==> config.mk <==
export PLATFORM = sky130hd
export DESIGN_NAME = smacc_mul
export DESIGN_NICKNAME = d
export VERILOG_FILES = /design/src/sv/smacc_pkg.sv /design/src/sv/smacc_mul.sv
export SDC_FILE = /design/constraint.sdc
export NUM_CORES = 2
export LEC_CHECK = 0
export BUFFER_PORTS_ARGS = -buffer_cell sky130_fd_sc_hd__buf_4
export CAP_MARGIN = 20
export CORE_UTILIZATION = 30
export DETAILED_ROUTE_END_ITERATION = 16
export HOLD_SLACK_MARGIN = 0.08
export PLACE_DENSITY = 0.56
export SLEW_MARGIN = 5
export SYNTH_ARGS = -nofsm -noshare
export SYNTH_HDL_FRONTEND = slang
export SYNTH_SLANG_ARGS = --single-unit
==> constraint.sdc <==
create_clock -name i_clk -period 6.1 [get_ports i_clk]
set_input_delay 0.305 -clock i_clk [delete_from_list [all_inputs] [get_ports i_clk]]
set_output_delay 0.305 -clock i_clk [all_outputs]
set_load 0.02 [all_outputs]
==> src/sv/smacc_pkg.sv <==
// Shared constants, command codes and pipeline types for the sign-magnitude ALU.
package smacc_pkg;

    localparam int WordW  = 24;
    localparam int MagW   = 23;
    localparam int HalfW  = 12;
    localparam int CmdW   = 5;
    localparam int CntW   = 3;
    localparam int DivdW  = 2 * MagW;
    localparam int ProdW  = 2 * MagW;

    localparam int DivStepsDefault = 4;

    localparam logic [CmdW-1:0] CMD_LOAD    = 5'd0;
    localparam logic [CmdW-1:0] CMD_ADD     = 5'd1;
    localparam logic [CmdW-1:0] CMD_SUB     = 5'd2;
    localparam logic [CmdW-1:0] CMD_SADD    = 5'd3;
    localparam logic [CmdW-1:0] CMD_SSUB    = 5'd4;
    localparam logic [CmdW-1:0] CMD_MUL     = 5'd5;
    localparam logic [CmdW-1:0] CMD_SMUL    = 5'd6;
    localparam logic [CmdW-1:0] CMD_DIV     = 5'd7;
    localparam logic [CmdW-1:0] CMD_LIMIT   = 5'd8;
    localparam logic [CmdW-1:0] CMD_OR      = 5'd9;
    localparam logic [CmdW-1:0] CMD_AND     = 5'd10;
    localparam logic [CmdW-1:0] CMD_NEGMAG  = 5'd11;
    localparam logic [CmdW-1:0] CMD_COMPL   = 5'd12;
    localparam logic [CmdW-1:0] CMD_SPLSL   = 5'd13;
    localparam logic [CmdW-1:0] CMD_WHLSL   = 5'd14;
    localparam logic [CmdW-1:0] CMD_HISL    = 5'd15;
    localparam logic [CmdW-1:0] CMD_ROTL    = 5'd16;
    localparam logic [CmdW-1:0] CMD_SPLSR   = 5'd17;
    localparam logic [CmdW-1:0] CMD_WHLSR   = 5'd18;
    localparam logic [CmdW-1:0] CMD_HISR    = 5'd19;
    localparam logic [CmdW-1:0] CMD_ROTR    = 5'd20;

    typedef struct packed {
        logic             valid;
        logic [CmdW-1:0]  cmd;
        logic             mode;
        logic [WordW-1:0] acc;
        logic [WordW-1:0] low;
        logic             div_zero;
        logic             div_ovf;
        logic             q_neg;
        logic             r_neg;
    } t_item;

endpackage

==> src/sv/smacc_mul.sv <==
// Registered 23x23 multiplier with a delay line to match the divider depth.
module smacc_mul #(
    parameter int Lat = 12
) (
    input  logic                         i_clk,
    input  logic [smacc_pkg::MagW-1:0]   i_a,
    input  logic [smacc_pkg::MagW-1:0]   i_b,
    input  logic                         i_neg,
    output logic [smacc_pkg::ProdW-1:0]  o_prod,
    output logic                         o_neg
);
    import smacc_pkg::*;

    logic [ProdW-1:0] r_prod [Lat];
    logic             r_neg  [Lat];

    always_ff @(posedge i_clk) begin
        r_prod[0] <= i_a * i_b;
        r_neg[0]  <= i_neg;
        for (int i = 1; i < Lat; i++) begin
            r_prod[i] <= r_prod[i-1];
            r_neg[i]  <= r_neg[i-1];
        end
    end

    assign o_prod = r_prod[Lat-1];
    assign o_neg  = r_neg[Lat-1];

endmodule

==> impl_metrics.yaml <==
run_status:
  outcome: "completed"
timing:
  setup_violations: 0
  tns_ps: 0
  fmax_mhz: 170
  hold_ws_ps: 174
  finalMaxSlewViolations: 0
  fin_skew_ps: 8.98
  rsz0062_at_grt: "true"
  slew_headroom_pct: 73.8
  finalCriticalPeriod_ps: 5870
  max_slew.worst_pin.slew_ps: 391
  period_share_pct: 96.3
  hold_violations: 0
worst_setup_path:
  crit_arrival_ps: 6370
  worstPathRequired_ps: 6590
  cp-end-kind: "flip-flop"
  start_kind: "primary input"
  crit_type: "primary input to flip-flop"
  cp_max_fo: 9
floorplan:
  initial_utilization_pct: 30.2
  dieArea_um2: 98500
  die_w_um: 314
  row_count: 114
  dieHeight_um: 314
  core_um2: 96600
  design.portCount: 95
yosys:
  synth_compound_area_share_pct: 2.84
  synth_flop_cell: "dfxtp_1"
  synth-simple-area-share_pct: 10.7
  synth_cell_type_count: 45
  synth_cells: 2638
  syn_area_um2: 29200
  yosys.area.top_type: "dfxtp_1"
  ys_warn_count: 0
  yosysSeqAreaShare_pct: 38.7
  ys_ff_latch: 564
  synth_area_per_cell_um2: 11.1
  ys_top_cells_by_area: "dfxtp_1 39%, fa_1 30%, ha_1 7.4%, inv_1 6.6%, and2_1 5.4%"
  yosysTopAreaCellShare_pct: 38.7
  synth-xor-area-share_pct: 1.26
  syn-num-nets: 3296
  synth_edf_count: 0
  postSynth.asyncResetShare_pct: 0
  synth_top_family_by_area: "adder cells"
  synthAdderAreaFrac_pct: 37.4
  muxShareOfSynthArea_pct: 0
min_path:
  hp-class: "primary input to flip-flop"
global_routing:
  grt_pass1_wl_um: 93800
  grt_max_degree: 24
  grt_pass1_vias: 17900
  grt.overflow.total: 0
  grt.total_usage_pct: 12.0
  antenna_found_initial: 2
route:
  ant_nets: 0
  num_vias: 17000
  routed_wl_um: 58300
  dr.first_iter.drc_count: 747
  post_drt_via_cell_ratio: 4.05
  drc: 0
  firstDrtPassIters: 5
  wl_per_cell_um: 13.9
clock_network:
  root_buffer: "clkbuf_16"
  clk_pin_slew_worst_paths_ps: 60
  cts_buffers: 50
  clock_latency_ps: 570
  cts_tree: "yes"
  htreeDepth: 2
  cts.sinks: 564
  clockBufferDepth: 3
placed_design:
  portBuffers: 94
  dpl_cell_area_um2: 32600
  routabilityCongestion: 0.845
  dp_hpwl_um: 49500
cells_and_area:
  final_common_cell: "dfxtp_1"
  diodes: 0
  area_growth_pct: 18.0
  fillers: 9659
  final_cell_area_um2: 34500
  final_cell_mix: "564 x dfxtp_1, 513 x inv_1, 437 x fa_1, 318 x buf_4, 313 x nand2_1"
  nNetsFinal: 3529
  drive_above_1_share_pct: 14.8
  fin_util_pct: 35.7
job:
  maxCapViolCount: 0
## critical path, cell delays in order
cell and delay [ps]:
buf_4 170, buf_4 180, and2_1 180, fa_1 470, fa_1 490, inv_1 50, fa_1 500, fa_1 450
fa_1 550, inv_1 50, fa_1 480, inv_1 50, fa_1 470, inv_1 40, ha_1 280, buf_4 140
nand3_1 110, a21o_4 230, a31oi_4 280, o21ai_2 100, or4b_1 520, nand3_1 90, xor2_1 160
## stage by stage
| step | worst slack [ps] | cells |
|---|---|---|
| final | 228 | 4187 |
| after global routing | -20.7 | 4187 |
| after CTS | 106 | 4186 |
| after detailed placement | -473 | 4093 |
| after global placement | -492 | 4093 |
| after floorplan | -5.38 | 2638 |
## layer usage
| layer | vias up | share of wire (%) | GRT usage (%) |
|---|---|---|---|
| li1 | 8187 | - | - |
| met1 | 8348 | 46 | 15.8 |
| met2 | 323 | 47 | 20.0 |
| met3 | 96 | 5.0 | 2.06 |
| met4 | 4 | 2.6 | 3.84 |
| met5 | - | 0.033 | 0 |
## layout make-up
class	instances	area (um^2)	area share [%]
Multi-Input combinational cell	1415	15300	44.5
Clock inverter	28	370	1.08
Inverter	513	1930	5.59
Sequential cell	564	11300	32.8
Clock buffer	64	1390	4.05
Timing Repair Buffer	327	2540	7.37
Tap cell	1276	1600	4.63
## path summary, 6_finish.rpt
path                       from             end  slack (ps)  cells after the start
hold / removal           i_b[0]    r_prod[0][0]         170                      2
hold reg to reg   r_prod[0][39]   r_prod[0][85]         320                      0
setup / recovery         i_b[8]   r_prod[0][42]         230                     23
setup reg to reg  r_prod[1][63]  r_prod[1][109]        5640                      0
## registers in the layout, indices dropped and copies added (netlist names)
register,count
r_prod,552
r_neg,12
## synth_stat cells, drive strengths merged (2+ instances only)
library cell,instances
a211oi,2
a21boi,4
a21o,23
a21oi,42
a311oi,2
a31oi,7
and2,250
and3,9
and4,3
buf,47
clkbuf,99
dfxtp,564
fa,438
ha,172
inv,513
nand2,313
nand2b,4
nand3,16
nand3b,2
nand4,5
nor2,22
nor2b,3
nor3,5
o211ai,5
o21a,2
o21ai,22
o21bai,6
o31ai,4
or3,2
xnor2,23
xor2,19
## repair_timing
action | in CTS | in global routing
setup endpoints to repair | 0 | 11
setup buffers | 0 | 1
hold endpoints to repair | 1 | 0
resized for setup | 0 | 16
hold buffers | 1 | 0
## cells by family after synthesis
logic type / after synthesis
buf+inv: 659
simple gates: 636
xor+xnor: 42
flops: 564
compound gates: 127
fa+ha+maj: 610
Power is not shown: default switching activity piles up to over one toggle a cycle in this logic, so the estimate is an artifact.
