[src/sv/smacc_pkg.sv]
// Shared constants, command codes and pipeline types for the sign-magnitude ALU.
package smacc_pkg;

    localparam int WordW  = 24;
    localparam int MagW   = 23;
    localparam int HalfW  = 12;
    localparam int CmdW   = 5;
    localparam int CntW   = 3;
    localparam int DivdW  = 2 * MagW;
    localparam int ProdW  = 2 * MagW;

    localparam int DivStepsDefault = 4;

    localparam logic [CmdW-1:0] CMD_LOAD    = 5'd0;
    localparam logic [CmdW-1:0] CMD_ADD     = 5'd1;
    localparam logic [CmdW-1:0] CMD_SUB     = 5'd2;
    localparam logic [CmdW-1:0] CMD_SADD    = 5'd3;
    localparam logic [CmdW-1:0] CMD_SSUB    = 5'd4;
    localparam logic [CmdW-1:0] CMD_MUL     = 5'd5;
    localparam logic [CmdW-1:0] CMD_SMUL    = 5'd6;
    localparam logic [CmdW-1:0] CMD_DIV     = 5'd7;
    localparam logic [CmdW-1:0] CMD_LIMIT   = 5'd8;
    localparam logic [CmdW-1:0] CMD_OR      = 5'd9;
    localparam logic [CmdW-1:0] CMD_AND     = 5'd10;
    localparam logic [CmdW-1:0] CMD_NEGMAG  = 5'd11;
    localparam logic [CmdW-1:0] CMD_COMPL   = 5'd12;
    localparam logic [CmdW-1:0] CMD_SPLSL   = 5'd13;
    localparam logic [CmdW-1:0] CMD_WHLSL   = 5'd14;
    localparam logic [CmdW-1:0] CMD_HISL    = 5'd15;
    localparam logic [CmdW-1:0] CMD_ROTL    = 5'd16;
    localparam logic [CmdW-1:0] CMD_SPLSR   = 5'd17;
    localparam logic [CmdW-1:0] CMD_WHLSR   = 5'd18;
    localparam logic [CmdW-1:0] CMD_HISR    = 5'd19;
    localparam logic [CmdW-1:0] CMD_ROTR    = 5'd20;

    typedef struct packed {
        logic             valid;
        logic [CmdW-1:0]  cmd;
        logic             mode;
        logic [WordW-1:0] acc;
        logic [WordW-1:0] low;
        logic             div_zero;
        logic             div_ovf;
        logic             q_neg;
        logic             r_neg;
    } t_item;

endpackage

[src/sv/smacc_div.sv]
// Pipelined restoring divider: 46-bit dividend by 23-bit divisor, Steps quotient bits per stage.
module smacc_div #(
    parameter int Steps  = 4,
    parameter int Stages = 12
) (
    input  logic                         i_clk,
    input  logic [smacc_pkg::DivdW-1:0]  i_dividend,
    input  logic [smacc_pkg::MagW-1:0]   i_divisor,
    output logic [smacc_pkg::MagW-1:0]   o_quo,
    output logic [smacc_pkg::MagW-1:0]   o_rem
);
    import smacc_pkg::*;

    logic [MagW-1:0]  r_rem [Stages];
    logic [MagW-1:0]  r_quo [Stages];
    logic [DivdW-1:0] r_dvd [Stages];
    logic [MagW-1:0]  r_dvs [Stages];

    for (genvar s = 0; s < Stages; s++) begin : g_stage
        logic [MagW-1:0]  p_rem, p_quo, p_dvs;
        logic [DivdW-1:0] p_dvd;
        logic [MagW-1:0]  n_rem, n_quo, dvs;
        logic [DivdW-1:0] n_dvd;
        logic [MagW:0]    t;

        // First stage starts from the raw operands, later ones from the stage before.
        if (s == 0) begin : g_head
            assign p_rem = '0;
            assign p_quo = '0;
            assign p_dvd = i_dividend;
            assign p_dvs = i_divisor;
        end else begin : g_body
            assign p_rem = r_rem[s-1];
            assign p_quo = r_quo[s-1];
            assign p_dvd = r_dvd[s-1];
            assign p_dvs = r_dvs[s-1];
        end

        always_comb begin
            n_rem = p_rem;
            n_quo = p_quo;
            n_dvd = p_dvd;
            dvs   = p_dvs;
            t = '0;
            for (int j = 0; j < Steps; j++) begin
                if (s * Steps + j < DivdW) begin
                    t     = {n_rem, n_dvd[DivdW-1]};
                    n_dvd = n_dvd << 1;
                    if (t >= {1'b0, dvs}) begin
                        t     = t - {1'b0, dvs};
                        n_quo = {n_quo[MagW-2:0], 1'b1};
                    end else begin
                        n_quo = {n_quo[MagW-2:0], 1'b0};
                    end
                    n_rem = t[MagW-1:0];
                end
            end
        end

        always_ff @(posedge i_clk) begin
            r_rem[s] <= n_rem;
            r_quo[s] <= n_quo;
            r_dvd[s] <= n_dvd;
            r_dvs[s] <= dvs;
        end
    end

    assign o_quo = r_quo[Stages-1];
    assign o_rem = r_rem[Stages-1];

endmodule

[config.mk]
export PLATFORM = sky130hd
export DESIGN_NAME = smacc_div
export DESIGN_NICKNAME = d
export VERILOG_FILES = /design/src/sv/smacc_pkg.sv /design/src/sv/smacc_div.sv
export SDC_FILE = /design/constraint.sdc
export NUM_CORES = 2
export LEC_CHECK = 0
export BUFFER_PORTS_ARGS = -buffer_cell sky130_fd_sc_hd__buf_4
export CORE_UTILIZATION = 66
export CTS_CLUSTER_DIAMETER = 40
export DETAILED_ROUTE_END_ITERATION = 7
export GPL_TIMING_DRIVEN = 0
export PLACE_DENSITY = 0.83
export SLEW_MARGIN = 20
export SYNTH_ARGS = -nofsm -noshare
export SYNTH_HDL_FRONTEND = slang
export SYNTH_SLANG_ARGS = --single-unit
[constraint.sdc]
create_clock -name i_clk -period 17.43 [get_ports i_clk]
set_input_delay 3.486 -clock i_clk [delete_from_list [all_inputs] [get_ports i_clk]]
set_output_delay 3.486 -clock i_clk [all_outputs]
set_load 0.02 [all_outputs]
==> flow_summary_export.csv <==
group,metric,value,unit
global_routing,grt.overflow.total,0,
setup_path,cp.arrival,16.21,ns
floorplan,die_area,119000,um2
cells_and_area,syn_to_final_growth,8.70,%
cells_and_area,final_common_cell,"ha_1",
cells_and_area,fillers,9221,
timing,min_period,15.61,ns
drt,firstDrtPassIters,6,
floorplan,io_pins,116,
setup_path,worst_path_max_delay_cell,"a2111oi_0",
timing,finClkSkew,0.0444,ns
global_routing,grt_pass1_vias,68400,
synthesis,syn_nets,10600,
global_routing,track_usage,0.384,
timing,max_freq,0.0641,GHz
min_path,holdCritPathClass,"flip-flop to flip-flop",
floorplan,rows,125,
floorplan,dieWidth,345,um
setup_path,crit_family,"compound AO/OA/AOI/OAI gates",
cells_and_area,fin_nets,10800,
placement,dp_cells,11000,
setup_path,crit_required,18.03,ns
floorplan,core_area,116000,um2
timing,slew_headroom,0.305,
timing,worstMarginPinSlew,1.03,ns
cells_and_area,final_cell_mix,"ha_1, a21oi_1, dfxtp_1",
clocking,clk_pin_slew_worst_paths,0.06,ns
drt,routed_wirelength,236000,um
setup_path,cp-start-kind,"input port",
drt,drc,0,
setup_path,crit_top_cell,"clkbuf_1",
synthesis,ys_ff_latch,860,
floorplan,initial_core_util,0.666,
global_routing,top_usage_layer,"met2",
synthesis,synthCells,9400,
timing,hold_viol,0,
clocking,cts_setup_buffers,0,
drt,post_drt_wl_per_cell,21.0,um
placement,portBuffers,115,
timing,setup_viol,0,
clocking,hold_buffers,0,
timing,fin_crit_sh,0.896,
clocking,ctsRootBufferMaster,"clkbuf_16",
synthesis,yosys.cell_types.count,95,
setup_path,crit_buf_inv,8,
timing,rsz0062_at_grt,"no",
drt,drt_iter0_drc,6641,
flow_run,cap_violations,0,
cells_and_area,layout-drive-gt1-share,0.0944,
run_status,run_status,"finished, final reports clean",
placement,dp_hpwl,190000,um
clocking,clockBufferDepth,3,
clocking,h-tree-depth,3,
synthesis,synth-async-reset-ratio,0,
setup_path,cp_max_fo,10,
timing,setup_tns,0,ns
global_routing,grt_max_degree,16,
synthesis,synth_edf_count,0,
placement,gp_congestion,0.997,
setup_path,max_stage_delay,0.65,ns
setup_path,crit_type,"input port to flip-flop",
cells_and_area,fin_util,0.724,
synthesis,synth_flop_cell,"dfxtp_1",
drt,via_count,72200,
clocking,cts_inserted_buffers,111,
global_routing,global_route.usage.met3,0.0575,
clocking,clock_sinks,860,
global_routing,use_met2,0.619,
drt,final_antenna_net_count,0,
timing,slew_violations,0,
global_routing,antenna_found_initial,9,
global_routing,grt_first_pass_wirelength,365000,um
synthesis,synth.avg_cell_area,8.24,um2
synthesis,ys_seq_area_frac,0.222,
global_routing,grt_util_met1,0.495,
clocking,clk_latency,0.75,ns
floorplan,die_h,345,um
timing,layout_setup_ws,1.82,ns
synthesis,synth_area,77500,um2
clocking,cts_tree,"done",
cells_and_area,final_cells,11300,
placement,pre_cts_ws,1.59,ns
setup_path,end_kind,"flip-flop",
clocking,ctsResizeCount,0,
drt,viasPerCell,6.41,
synthesis,ys_warn_count,0,
==> per-stage QoR <==
step                cell area (um2)  hold slack (ns)
floorplan                     77500            0.310
global placement              80200            0.309
detailed placement            80300            0.312
CTS                           84200            0.297
global route                  84200            0.313
finish                        84200            0.299
==> logic make-up after synthesis <==
group                      count (synthesis)  share of synthesized area
xor gates and xnor gates                 817                     0.0924
buffers and inverters                    795                     0.0391
muxes                                    571                     0.0817
AOI/OAI and AO/OA                       2909                      0.238
DFF                                      860                      0.222
adders and majority gates               1082                      0.179
and+or+nand+nor                         2366                      0.147
==> worst register-to-register path: cells and delay by family (launching register included) <==
family | cells | cell delay, ns
AO/OA/AOI/OAI | 27 | 7.50
adder cells (fa/ha/maj) | 4 | 1.60
buffers and inverters | 8 | 3.11
flip-flops | 1 | 0.51
multiplexers | 2 | 0.63
AND/OR/NAND/NOR | 9 | 1.84
==> final cells by class <==
class	count	area, um2	area share
Multi-Input combinational cell	7745	57300	0.680
Sequential cell	860	17200	0.204
Clock buffer	133	2950	0.0350
Inverter	621	2330	0.0277
Tap cell	1524	1910	0.0226
Clock inverter	75	992	0.0118
Timing Repair Buffer	115	863	0.0103
Buffer	174	697	0.00827
Antenna cell	5	12.5	0.000149
==> state kept, by name, summed over array words and instances (netlist names) <==
register / count
r_dvd: 242
r_quo: 89
r_rem: 276
r_dvs: 253
==> synthesized netlist by cell type, drive strengths merged, types with 47 or more instances <==
cell type	instances	area share
a211oi	95	0.0094
nand4	122	0.0099
inv	621	0.030
or3	61	0.0049
o21a	150	0.015
a21oi	882	0.057
nor2b	138	0.011
mux2i	80	0.010
o21bai	111	0.011
buf	47	0.0028
o211ai	52	0.0050
a31oi	83	0.0067
nand2b	148	0.012
dfxtp	860	0.22
nor2	656	0.032
a21o	380	0.037
and2	51	0.0041
o31ai	58	0.0056
nand2	614	0.030
xnor2	550	0.062
clkbuf	127	0.0062
o21ai	671	0.043
mux2	491	0.071
nor3	183	0.012
nand3	162	0.010
and3	56	0.0045
ha	1037	0.17
xor2	267	0.030
or2	49	0.0040
==> layer usage <==
layer	routed length, um	vias to the layer above	share of wire
met5	34	-	0.00014
met4	13200	6	0.056
met3	17800	680	0.075
met2	105000	2894	0.44
met1	100000	33800	0.42
li1	-	34800	-
==> path summary, 6_finish.rpt <==
| kind | start | end | slack (ns) | depth (start not counted) |
|---|---|---|---|---|
| hold reg to reg | r_dvd[4][33] | r_dvd[5][37] | 0.30 | 0 |
| hold / removal | r_dvd[4][33] | r_dvd[5][37] | 0.30 | 0 |
| setup / recovery | i_divisor[0] | r_rem[0][17] | 1.82 | 44 |
| setup reg to reg | r_dvs[6][1] | r_rem[1][90] | 2.09 | 50 |
Power is left out: the tool's default activity adds up to more than one toggle a clock period on the data nets, which glitch-free logic cannot reach.
